<file path="src/hic_pkg.sv">
// Package for the hexagonal ijk coordinate unit.
// Holds the action codes, field widths and the constants of the divide-by-seven path.
// No dependencies; every other file of the block refers to it by scoped names.
package hic_pkg;

	// Widths of the channel fields.
	localparam int unsigned ACTION_W = 4;
	localparam int unsigned COORD_W  = 31;
	localparam int unsigned RES_W    = 34;
	localparam int unsigned DIGIT_W  = 3;

	// Width of the signed internal datapath. All intermediate values of every
	// action stay within +/- 2^33, so 35 bits hold them without wrap.
	localparam int unsigned WIDE_W = 35;

	typedef logic signed [WIDE_W-1:0] wide_t;

	// Action codes. Codes beyond ACT_ROT_CW behave as ACT_NORMALIZE.
	typedef enum logic [ACTION_W-1:0] {
		ACT_NORMALIZE = 4'd0,
		ACT_TO_DIGIT  = 4'd1,
		ACT_UP7       = 4'd2,
		ACT_UP7R      = 4'd3,
		ACT_DOWN7     = 4'd4,
		ACT_DOWN7R    = 4'd5,
		ACT_NEIGHBOR  = 4'd6,
		ACT_ROT_CCW   = 4'd7,
		ACT_ROT_CW    = 4'd8
	} action_t;

	// Digit returned when a triple is not one of the seven unit vectors.
	localparam logic [DIGIT_W-1:0] DIGIT_NONE = 3'd7;

	// Rounding bias: round(n/7) with ties away from zero is floor((|n|+3)/7).
	localparam wide_t RND_BIAS = 35'sd3;

	// Divide by seven. The biased magnitude u (below 2^34) is split as
	// u = hi*2^18 + lo. Since 2^18 = 7*37449 + 1, floor(u/7) equals
	// hi*37449 + floor((hi+lo)/7). The second part, with hi+lo below 2^19,
	// is a multiply by ceil(2^22/7) followed by a right shift of 22.
	localparam int unsigned MAG_W      = 34;
	localparam int unsigned SPLIT      = 18;
	localparam int unsigned HI_W       = MAG_W - SPLIT;
	localparam int unsigned SUM_W      = SPLIT + 1;
	localparam int unsigned HI_PROD_W  = 32;
	localparam int unsigned RECIP_W    = 20;
	localparam int unsigned RECIP_SH   = 22;
	localparam int unsigned LO_PROD_W  = SUM_W + RECIP_W;
	localparam int unsigned LO_Q_W     = LO_PROD_W - RECIP_SH;
	localparam int unsigned QUOT_W     = 33;

	localparam logic [HI_PROD_W-1:0] HI_WEIGHT = 32'd37449;
	localparam logic [RECIP_W-1:0]   RECIP7    = 20'd599187;

endpackage

</file>
<file path="src/hic_channels.sv">
// Channel interfaces of the hexagonal ijk coordinate unit.
// hic_cmd_if carries command transactions, hic_rsp_if carries result transactions.
// Depends on hic_pkg for the field widths.
interface hic_cmd_if;
	logic                                valid;
	logic                                ready;
	logic [hic_pkg::ACTION_W-1:0]        action;
	logic signed [hic_pkg::COORD_W-1:0]  coord_i;
	logic signed [hic_pkg::COORD_W-1:0]  coord_j;
	logic signed [hic_pkg::COORD_W-1:0]  coord_k;
	logic [hic_pkg::DIGIT_W-1:0]         dir_digit;

	modport source (
		output valid, action, coord_i, coord_j, coord_k, dir_digit,
		input  ready
	);
	modport sink (
		input  valid, action, coord_i, coord_j, coord_k, dir_digit,
		output ready
	);
endinterface

interface hic_rsp_if;
	logic                         valid;
	logic                         ready;
	logic [hic_pkg::RES_W-1:0]    res_i;
	logic [hic_pkg::RES_W-1:0]    res_j;
	logic [hic_pkg::RES_W-1:0]    res_k;
	logic [hic_pkg::DIGIT_W-1:0]  res_digit;

	modport source (
		output valid, res_i, res_j, res_k, res_digit,
		input  ready
	);
	modport sink (
		input  valid, res_i, res_j, res_k, res_digit,
		output ready
	);
endinterface

</file>
<file path="src/hex_ijk_coordinate_unit.sv">
// Top level of the hexagonal ijk coordinate unit: a stateless pipelined datapath.
// Depends on hic_pkg and on the channel interfaces in hic_channels.sv.
// Contains the whole pipeline and its checks.
//
// Usage:
// A command transaction on cmd carries an action code, a signed (i,j,k) triple
// and a direction digit. Each command produces exactly one result transaction
// on rsp with the normalized triple (smallest component zero, all nonnegative)
// and, for the to_digit action, the matching direction digit.
//
// Throughput is one transaction per cycle while rsp is not stalled. The block
// takes a new command in every cycle in which the output register is empty or
// is being emptied, so it keeps accepting while a finished result waits only
// as long as a slot frees at the output in the same cycle.
// From the accepting edge to rsp.valid a command passes through the input
// register, the numerator stage, the magnitude stage, the multiply stage of
// the divide by seven, the sign and select stage, and the normalize stage
// that loads the output register. The multiply stage sets the clock figure.
// When the receiver stalls, the whole pipeline holds and cmd.ready drops.
// Reset clears every stage's valid bit; no transaction is in flight after it.
module hex_ijk_coordinate_unit (
	input  logic              clk,
	input  logic              arst_n,
	hic_cmd_if.sink           cmd,
	hic_rsp_if.source         rsp
);

	// Pipeline advance: every stage moves forward together whenever the
	// output register can take a new value.
	logic adv;
	logic out_valid_q;

	assign adv       = !out_valid_q || rsp.ready;
	assign cmd.ready = adv;

	// Valid bits of the stages.
	logic v_s1, v_s2, v_s3, v_s4, v_s5;

	always_ff @(posedge clk or negedge arst_n) begin
		if (!arst_n) begin
			v_s1        <= 1'b0;
			v_s2        <= 1'b0;
			v_s3        <= 1'b0;
			v_s4        <= 1'b0;
			v_s5        <= 1'b0;
			out_valid_q <= 1'b0;
		end else if (adv) begin
			v_s1        <= cmd.valid;
			v_s2        <= v_s1;
			v_s3        <= v_s2;
			v_s4        <= v_s3;
			v_s5        <= v_s4;
			out_valid_q <= v_s5;
		end
	end

	// ------------------------------------------------------------------
	// Stage 1: input register.
	// ------------------------------------------------------------------
	logic [hic_pkg::ACTION_W-1:0]       act_s1;
	logic signed [hic_pkg::COORD_W-1:0] ci_s1, cj_s1, ck_s1;
	logic [hic_pkg::DIGIT_W-1:0]        dig_s1;

	always_ff @(posedge clk) begin
		if (adv) begin
			act_s1 <= cmd.action;
			ci_s1  <= cmd.coord_i;
			cj_s1  <= cmd.coord_j;
			ck_s1  <= cmd.coord_k;
			dig_s1 <= cmd.dir_digit;
		end
	end

	// ------------------------------------------------------------------
	// Stage 2 logic: numerators of the parent step and the direct vector of
	// every other action.
	// ------------------------------------------------------------------
	hic_pkg::wide_t wi, wj, wk, da, db;
	hic_pkg::wide_t n0_c, n1_c, d0_c, d1_c, d2_c;
	logic           step_ok;

	always_comb begin
		wi = hic_pkg::wide_t'(ci_s1);
		wj = hic_pkg::wide_t'(cj_s1);
		wk = hic_pkg::wide_t'(ck_s1);
		da = wi - wk;
		db = wj - wk;
		// A valid neighbor digit maps onto the unit vector whose components
		// are the digit's bits, i from the top bit down to k from the bottom.
		step_ok = (dig_s1 != hic_pkg::DIGIT_NONE);

		if (act_s1 == hic_pkg::ACT_UP7R) begin
			n0_c = (da <<< 1) + db;
			n1_c = (db <<< 1) + db - da;
		end else begin
			n0_c = (da <<< 1) + da - db;
			n1_c = da + (db <<< 1);
		end

		case (act_s1)
			hic_pkg::ACT_DOWN7: begin
				d0_c = (wi <<< 1) + wi + wj;
				d1_c = (wj <<< 1) + wj + wk;
				d2_c = wi + (wk <<< 1) + wk;
			end
			hic_pkg::ACT_DOWN7R: begin
				d0_c = (wi <<< 1) + wi + wk;
				d1_c = wi + (wj <<< 1) + wj;
				d2_c = wj + (wk <<< 1) + wk;
			end
			hic_pkg::ACT_NEIGHBOR: begin
				d0_c = wi + hic_pkg::wide_t'({1'b0, dig_s1[2] & step_ok});
				d1_c = wj + hic_pkg::wide_t'({1'b0, dig_s1[1] & step_ok});
				d2_c = wk + hic_pkg::wide_t'({1'b0, dig_s1[0] & step_ok});
			end
			hic_pkg::ACT_ROT_CCW: begin
				d0_c = wi + wk;
				d1_c = wi + wj;
				d2_c = wj + wk;
			end
			hic_pkg::ACT_ROT_CW: begin
				d0_c = wi + wj;
				d1_c = wj + wk;
				d2_c = wi + wk;
			end
			default: begin
				d0_c = wi;
				d1_c = wj;
				d2_c = wk;
			end
		endcase
	end

	logic [hic_pkg::ACTION_W-1:0] act_s2;
	hic_pkg::wide_t               n0_s2, n1_s2, d0_s2, d1_s2, d2_s2;

	always_ff @(posedge clk) begin
		if (adv) begin
			act_s2 <= act_s1;
			n0_s2  <= n0_c;
			n1_s2  <= n1_c;
			d0_s2  <= d0_c;
			d1_s2  <= d1_c;
			d2_s2  <= d2_c;
		end
	end

	// ------------------------------------------------------------------
	// Stage 3 logic: biased magnitudes |n|+3 for the rounded division.
	// ------------------------------------------------------------------
	hic_pkg::wide_t u0_c, u1_c;

	always_comb begin
		u0_c = n0_s2[hic_pkg::WIDE_W-1] ? (hic_pkg::RND_BIAS - n0_s2)
		                                : (n0_s2 + hic_pkg::RND_BIAS);
		u1_c = n1_s2[hic_pkg::WIDE_W-1] ? (hic_pkg::RND_BIAS - n1_s2)
		                                : (n1_s2 + hic_pkg::RND_BIAS);
	end

	logic [hic_pkg::ACTION_W-1:0] act_s3;
	logic                         neg0_s3, neg1_s3;
	logic [hic_pkg::MAG_W-1:0]    u0_s3, u1_s3;
	hic_pkg::wide_t               d0_s3, d1_s3, d2_s3;

	always_ff @(posedge clk) begin
		if (adv) begin
			act_s3  <= act_s2;
			neg0_s3 <= n0_s2[hic_pkg::WIDE_W-1];
			neg1_s3 <= n1_s2[hic_pkg::WIDE_W-1];
			u0_s3   <= u0_c[hic_pkg::MAG_W-1:0];
			u1_s3   <= u1_c[hic_pkg::MAG_W-1:0];
			d0_s3   <= d0_s2;
			d1_s3   <= d1_s2;
			d2_s3   <= d2_s2;
		end
	end

	// ------------------------------------------------------------------
	// Stage 4 logic: divide by seven, as the weighted upper part plus the
	// reciprocal multiply of the folded sum.
	// ------------------------------------------------------------------
	logic [hic_pkg::SUM_W-1:0]     t0_c, t1_c;
	logic [hic_pkg::HI_PROD_W-1:0] ph0_c, ph1_c;
	logic [hic_pkg::LO_PROD_W-1:0] pl0_c, pl1_c;

	always_comb begin
		t0_c  = hic_pkg::SUM_W'(u0_s3[hic_pkg::MAG_W-1:hic_pkg::SPLIT])
		      + hic_pkg::SUM_W'(u0_s3[hic_pkg::SPLIT-1:0]);
		t1_c  = hic_pkg::SUM_W'(u1_s3[hic_pkg::MAG_W-1:hic_pkg::SPLIT])
		      + hic_pkg::SUM_W'(u1_s3[hic_pkg::SPLIT-1:0]);
		ph0_c = hic_pkg::HI_PROD_W'(u0_s3[hic_pkg::MAG_W-1:hic_pkg::SPLIT])
		      * hic_pkg::HI_WEIGHT;
		ph1_c = hic_pkg::HI_PROD_W'(u1_s3[hic_pkg::MAG_W-1:hic_pkg::SPLIT])
		      * hic_pkg::HI_WEIGHT;
		pl0_c = hic_pkg::LO_PROD_W'(t0_c) * hic_pkg::LO_PROD_W'(hic_pkg::RECIP7);
		pl1_c = hic_pkg::LO_PROD_W'(t1_c) * hic_pkg::LO_PROD_W'(hic_pkg::RECIP7);
	end

	logic [hic_pkg::ACTION_W-1:0]  act_s4;
	logic                          neg0_s4, neg1_s4;
	logic [hic_pkg::HI_PROD_W-1:0] ph0_s4, ph1_s4;
	logic [hic_pkg::LO_Q_W-1:0]    ql0_s4, ql1_s4;
	hic_pkg::wide_t                d0_s4, d1_s4, d2_s4;

	always_ff @(posedge clk) begin
		if (adv) begin
			act_s4  <= act_s3;
			neg0_s4 <= neg0_s3;
			neg1_s4 <= neg1_s3;
			ph0_s4  <= ph0_c;
			ph1_s4  <= ph1_c;
			ql0_s4  <= pl0_c[hic_pkg::LO_PROD_W-1:hic_pkg::RECIP_SH];
			ql1_s4  <= pl1_c[hic_pkg::LO_PROD_W-1:hic_pkg::RECIP_SH];
			d0_s4   <= d0_s3;
			d1_s4   <= d1_s3;
			d2_s4   <= d2_s3;
		end
	end

	// ------------------------------------------------------------------
	// Stage 5 logic: quotient, restored sign, and the pre-normalize vector.
	// ------------------------------------------------------------------
	logic [hic_pkg::QUOT_W-1:0] q0_c, q1_c;
	hic_pkg::wide_t             r0_c, r1_c, v0_c, v1_c, v2_c;
	logic                       is_up;

	always_comb begin
		q0_c  = hic_pkg::QUOT_W'(ph0_s4) + hic_pkg::QUOT_W'(ql0_s4);
		q1_c  = hic_pkg::QUOT_W'(ph1_s4) + hic_pkg::QUOT_W'(ql1_s4);
		r0_c  = neg0_s4 ? -hic_pkg::wide_t'(q0_c) : hic_pkg::wide_t'(q0_c);
		r1_c  = neg1_s4 ? -hic_pkg::wide_t'(q1_c) : hic_pkg::wide_t'(q1_c);
		is_up = (act_s4 == hic_pkg::ACT_UP7) || (act_s4 == hic_pkg::ACT_UP7R);
		if (is_up) begin
			v0_c = r0_c;
			v1_c = r1_c;
			v2_c = '0;
		end else begin
			v0_c = d0_s4;
			v1_c = d1_s4;
			v2_c = d2_s4;
		end
	end

	logic           to_digit_s5;
	hic_pkg::wide_t v0_s5, v1_s5, v2_s5;

	always_ff @(posedge clk) begin
		if (adv) begin
			to_digit_s5 <= (act_s4 == hic_pkg::ACT_TO_DIGIT);
			v0_s5       <= v0_c;
			v1_s5       <= v1_c;
			v2_s5       <= v2_c;
		end
	end

	// ------------------------------------------------------------------
	// Output stage logic: remove the common minimum. The result then has a
	// zero component and the rest nonnegative. The digit of a unit vector is
	// its three components read as bits, i first.
	// ------------------------------------------------------------------
	hic_pkg::wide_t              m01, mn, e0, e1, e2;
	logic                        unit_like;
	logic [hic_pkg::DIGIT_W-1:0] digit_c;

	always_comb begin
		m01 = (v1_s5 < v0_s5) ? v1_s5 : v0_s5;
		mn  = (v2_s5 < m01) ? v2_s5 : m01;
		e0  = v0_s5 - mn;
		e1  = v1_s5 - mn;
		e2  = v2_s5 - mn;
		unit_like = (e0[hic_pkg::RES_W-1:1] == '0) && (e1[hic_pkg::RES_W-1:1] == '0)
		         && (e2[hic_pkg::RES_W-1:1] == '0);
		if (!to_digit_s5) begin
			digit_c = '0;
		end else if (unit_like) begin
			digit_c = {e0[0], e1[0], e2[0]};
		end else begin
			digit_c = hic_pkg::DIGIT_NONE;
		end
	end

	logic [hic_pkg::RES_W-1:0]   res_i_q, res_j_q, res_k_q;
	logic [hic_pkg::DIGIT_W-1:0] res_digit_q;

	always_ff @(posedge clk) begin
		if (adv) begin
			res_i_q     <= e0[hic_pkg::RES_W-1:0];
			res_j_q     <= e1[hic_pkg::RES_W-1:0];
			res_k_q     <= e2[hic_pkg::RES_W-1:0];
			res_digit_q <= digit_c;
		end
	end

	assign rsp.valid     = out_valid_q;
	assign rsp.res_i     = res_i_q;
	assign rsp.res_j     = res_j_q;
	assign rsp.res_k     = res_k_q;
	assign rsp.res_digit = res_digit_q;

	// ------------------------------------------------------------------
	// Checks.
	// ------------------------------------------------------------------

	// A delivered triple is normalized: at least one component is zero.
	a_norm_zero: assert property (@(posedge clk) disable iff (!arst_n)
		rsp.valid |-> (rsp.res_i == '0) || (rsp.res_j == '0) || (rsp.res_k == '0))
		else $error("result triple has no zero component");

	// A real direction digit only comes with a unit vector triple.
	a_digit_unit: assert property (@(posedge clk) disable iff (!arst_n)
		(rsp.valid && (rsp.res_digit != '0) && (rsp.res_digit != hic_pkg::DIGIT_NONE))
		|-> (rsp.res_i < 2) && (rsp.res_j < 2) && (rsp.res_k < 2))
		else $error("direction digit given for a triple that is not a unit vector");

	// A stalled output register freezes the whole pipeline, so no stage may
	// change its valid bit while the receiver holds ready low.
	a_stall_hold: assert property (@(posedge clk) disable iff (!arst_n)
		(out_valid_q && !rsp.ready) |=> $stable({v_s1, v_s2, v_s3, v_s4, v_s5}))
		else $error("pipeline moved while the output was stalled");

endmodule
</file>
<file path="src/flat_wrapper.sv">
// flat-port wrapper written by rule: the top's interface ports become plain ports
module hex_ijk_coordinate_unit_flat 
  (clk, arst_n, cmd_valid, cmd_action, cmd_coord_i, cmd_coord_j, cmd_coord_k, cmd_dir_digit, cmd_ready, rsp_valid, rsp_res_i, rsp_res_j, rsp_res_k, rsp_res_digit, rsp_ready);
  hic_cmd_if cmd_i ();
  hic_rsp_if rsp_i ();
  input  logic clk;
  input  logic arst_n;
  input wire logic [$bits(cmd_i.valid)-1:0] cmd_valid;
  input wire logic [$bits(cmd_i.action)-1:0] cmd_action;
  input wire logic [$bits(cmd_i.coord_i)-1:0] cmd_coord_i;
  input wire logic [$bits(cmd_i.coord_j)-1:0] cmd_coord_j;
  input wire logic [$bits(cmd_i.coord_k)-1:0] cmd_coord_k;
  input wire logic [$bits(cmd_i.dir_digit)-1:0] cmd_dir_digit;
  output wire logic [$bits(cmd_i.ready)-1:0] cmd_ready;
  output wire logic [$bits(rsp_i.valid)-1:0] rsp_valid;
  output wire logic [$bits(rsp_i.res_i)-1:0] rsp_res_i;
  output wire logic [$bits(rsp_i.res_j)-1:0] rsp_res_j;
  output wire logic [$bits(rsp_i.res_k)-1:0] rsp_res_k;
  output wire logic [$bits(rsp_i.res_digit)-1:0] rsp_res_digit;
  input wire logic [$bits(rsp_i.ready)-1:0] rsp_ready;
  assign cmd_i.valid = cmd_valid;
  assign cmd_i.action = cmd_action;
  assign cmd_i.coord_i = cmd_coord_i;
  assign cmd_i.coord_j = cmd_coord_j;
  assign cmd_i.coord_k = cmd_coord_k;
  assign cmd_i.dir_digit = cmd_dir_digit;
  assign cmd_ready = cmd_i.ready;
  assign rsp_valid = rsp_i.valid;
  assign rsp_res_i = rsp_i.res_i;
  assign rsp_res_j = rsp_i.res_j;
  assign rsp_res_k = rsp_i.res_k;
  assign rsp_res_digit = rsp_i.res_digit;
  assign rsp_i.ready = rsp_ready;
  hex_ijk_coordinate_unit u_core (.clk(clk), .arst_n(arst_n), .cmd(cmd_i), .rsp(rsp_i));
endmodule
</file>
<file path="config.mk">
export PLATFORM = sky130hd
export DESIGN_NAME = hex_ijk_coordinate_unit_flat
export DESIGN_NICKNAME = d
export VERILOG_FILES = /design/src/hic_pkg.sv /design/src/hic_channels.sv /design/src/hex_ijk_coordinate_unit.sv /design/src/flat_wrapper.sv
export SDC_FILE = /design/constraint.sdc
export NUM_CORES = 2
export LEC_CHECK = 0
export BUFFER_PORTS_ARGS = -buffer_cell sky130_fd_sc_hd__buf_2
export CAP_MARGIN = 0
export CORE_MARGIN = 5
export CORE_UTILIZATION = 25
export DETAILED_ROUTE_END_ITERATION = 6
export GPL_TIMING_DRIVEN = 0
export SLEW_MARGIN = 10
export SYNTH_ARGS = -nofsm -noshare
export SYNTH_HDL_FRONTEND = slang
export SYNTH_SLANG_ARGS = --single-unit
</file>
<file path="constraint.sdc">
create_clock -name clk -period 57.5 [get_ports clk]
set_clock_uncertainty 0.1 [all_clocks]
set_input_delay 0 -clock clk [delete_from_list [all_inputs] [get_ports clk]]
set_output_delay 0 -clock clk [all_outputs]
set_load 0.01 [all_outputs]
</file>
==> metrics.md <==
| Metric | Value |
|---|---|
| Pins Over Slew Limit | 0 |
| # port buffers | 210 |
| Final setup vio count | 0 |
| Multi-input gate area | 56,700 µm² |
| Post-synth ARST share | 0.00686 |
| Setup TNS | 0 ns |
| CTS buffer count | 100 |
| Leading cell type in the layout, fill and taps excluded | ha_1 |
| Post-cts gate resize count | 0 |
| Filler cells | 36,400 |
| Max Cap Viol | 0 |
| DP HPWL | 251,000 µm |
| Share of cells above drive strength 1 | 0.0557 |
| Max-slew headroom | 0.0318 |
| H-tree Lvls | 3 |
| Synth Flop Type | edfxtp_1 |
| CTS tree | done |
| Post-synthesis mux area share | 0.00691 |
| Synthesized area per cell | 9.73 µm² |
| Die height | 601 µm |
| Nets | 11,300 |
| DRC violations left | 5 |
| Sequential fraction of the synthesis area | 0.300 |
| CP endpoint kind | register |
| Clock Tree Buf Depth | 3 |
| Slowest cell on crit path | nor3_1 |
| Clk slew on worst S/H paths | 0.06 ns |
| Fmax | 55.5 MHz |
| Syn Std Cell Area | 87,400 µm² |
| I/O Pins | 211 |
| GPL Wtd Cong | 0.978 |
| Crit path launch type | register |
| Adder-Cell Fraction of Synth Area | 0.274 |
| Die width | 601 µm |
| Post-CTS setup buffer count | 0 |
| Failing checks | design-rule violations |
| Tot GR Track Use | 0.163 |
| Vias per inst | 4.94 |
| Vias in the first global route | 67,600 |
| Unrepaired setup endpoints after global routing | no |
| Drt wl/cell | 21.5 µm |
| Final Util | 0.287 |
| Std-Cell Rows | 217 |
| Clk_lat worst skew | 0.77 ns |
| First-pass GRT wire length | 444,000 µm |
| Synth Warn # | 0 |
| Area grow syn2layout | 14.6% |
| Data required, critical path | 57.85 ns |
| CP arrival | 18.37 ns |
| Clk root buf | clkbuf_16 |
| HP Class | in -> reg |
| Fin crit share | 0.313 |
| Commonest cells after routing, fill and taps aside | 1,218 x ha_1, 968 x inv_1, 868 x edfxtp_1, 715 x a21oi_1, 585 x xnor2_1 |
| WL final | 306,000 µm |
| Largest family of logic cells by synthesized area | adder cells |
| Critical Path Max Stage Delay | 0.93 ns |
| DR iter-0 viols | 7,163 |
| Effective utilization at floorplan | 0.251 |
| Post-Synthesis Cells | 8,985 |
| FF-to-FF setup slack | 39.48 ns |
| Syn Nets | 10,700 |
| Largest net degree at the start of global routing | 67 |
| Crit Path Category | reg -> reg |
| Post-CTS Hold Fix Bufs | 205 |
| Initial antenna violation count | 35 |
| Clock sinks | 874 |
| Synth Area in Compound Gates | 0.172 |
| Vias | 70,200 |
| Final std cells w/o fill | 14,200 |
| Storage cell area | 26,200 µm² |
| Worst Tran Pin Value | 1.44 ns |
| Post-synth EDFFs | 868 |
| XOR/XNOR Fraction of Synth Area | 0.0849 |
| Die area | 362,000 µm² |
| Gr ovfl total | 0 |
| Dpl cells | 13,800 |
| Yosys cell types | 109 |
| #FFs+latches synth | 874 |
| Status | finished, violations left |
| Pre-Repair DR Iteration Count | 7 |
| Core Area | 349,000 µm² |
| Final min period | 18.02 ns |
| Critical path peak fanout | 10 |
| Post-route ant nets | 0 |
| Synth Area in Simple Gates | 0.111 |
| Final Hold Fails | 0 |
## synthesized netlist by cell type (all sizes together) (34+ instances only)
cell type	instances	area (µm²)
and3	74	463
o221ai	39	342
nor2	560	2110
or3	78	488
nand4	35	219
xnor2	585	5120
maj3	34	343
nand2	516	1940
a211oi	58	445
a31oi	73	457
mux2i	42	424
o211ai	40	300
a22oi	48	360
a221oi	56	497
xor2	259	2270
and2	81	507
o21ai	502	2520
clkbuf	190	713
ha	1218	15200
o31ai	60	450
or2	44	275
o21a	52	390
nor2b	67	419
o22ai	54	338
a21o	150	1130
fa	417	8350
o21bai	209	1570
nor3	176	896
a21oi	719	3620
a21boi	47	364
nand3	172	888
edfxtp	868	26100
inv	971	3640
nand2b	77	482
## flip-flops by register name (all words and copies together), names as in the netlist, 35 cells and up
| name | flops |
|---|---|
| u_core.v0_s5 | 35 |
| u_core.v1_s5 | 35 |
| u_core.n0_s2 | 35 |
| u_core.n1_s2 | 35 |
## stage by stage
step | instance area [µm²] | hold WS, ns | setup slack (ns)
global placement | 94200 | -0.273 | 18.35
global route | 100000 | 0.0741 | 38.87
finish | 100000 | 0.0801 | 39.48
floorplan | 87400 | -0.396 | 29.98
detailed placement | 94700 | -0.273 | 39.63
CTS | 100000 | 0.0530 | 39.53
## cells by family after synthesis
family,Yosys count
AO/OA/AOI/OAI,2338
flip-flops,874
XOR/XNOR,845
buffers and inverters,1190
multiplexers,58
AND/OR/NAND/NOR,2011
adder cells (fa/ha/maj),1669
## layer usage
layer | GRT usage | vias up | part of all wire
li1 | - | 33400 | -
met1 | 0.221 | 33700 | 0.44
met2 | 0.258 | 2632 | 0.44
met3 | 0.0267 | 517 | 0.074
met4 | 0.0632 | 8 | 0.044
met5 | 0 | - | 0.00018
## critical path, delay by kind of cell, from the launching register on
kind                     cells  cell delay, ns
adder cells (fa/ha/maj)      3            1.16
AND/OR/NAND/NOR             19            6.75
buffers and inverters       10            4.39
flip-flops                   1            0.56
AO/OA/AOI/OAI               16            4.69
## worst paths after layout
| check | startpoint | end | cells after the start |
|---|---|---|---|
| worst max register to register | u_core.v0_s5[14] | u_core.rsp.res_digit[1] | 48 |
| min in group asynchronous | arst_n | u_core.v_s5 | 3 |
| worst max-delay path | u_core.v0_s5[14] | u_core.rsp.res_digit[1] | 48 |
| max in group asynchronous | arst_n | u_core.v_s3 | 3 |
| worst min-delay path | cmd_dir_digit[0] | u_core.dig_s1[0] | 2 |
| worst min register to register | u_core.d1_s2[16] | u_core.d1_s3[16] | 0 |
## cell type report
type                    count  area share
repair buffers            436      0.0358
clock buffers             114      0.0257
clock inverters            67     0.00810
diodes                     10    0.000250
flip-flops and latches    874       0.262
well taps                4599      0.0574
multi-input cells        6921       0.566
inverters                 972      0.0364
plain buffers             218     0.00879
Power is not shown: default switching activity piles up to over one toggle a cycle in this logic, so the estimate is an artifact.
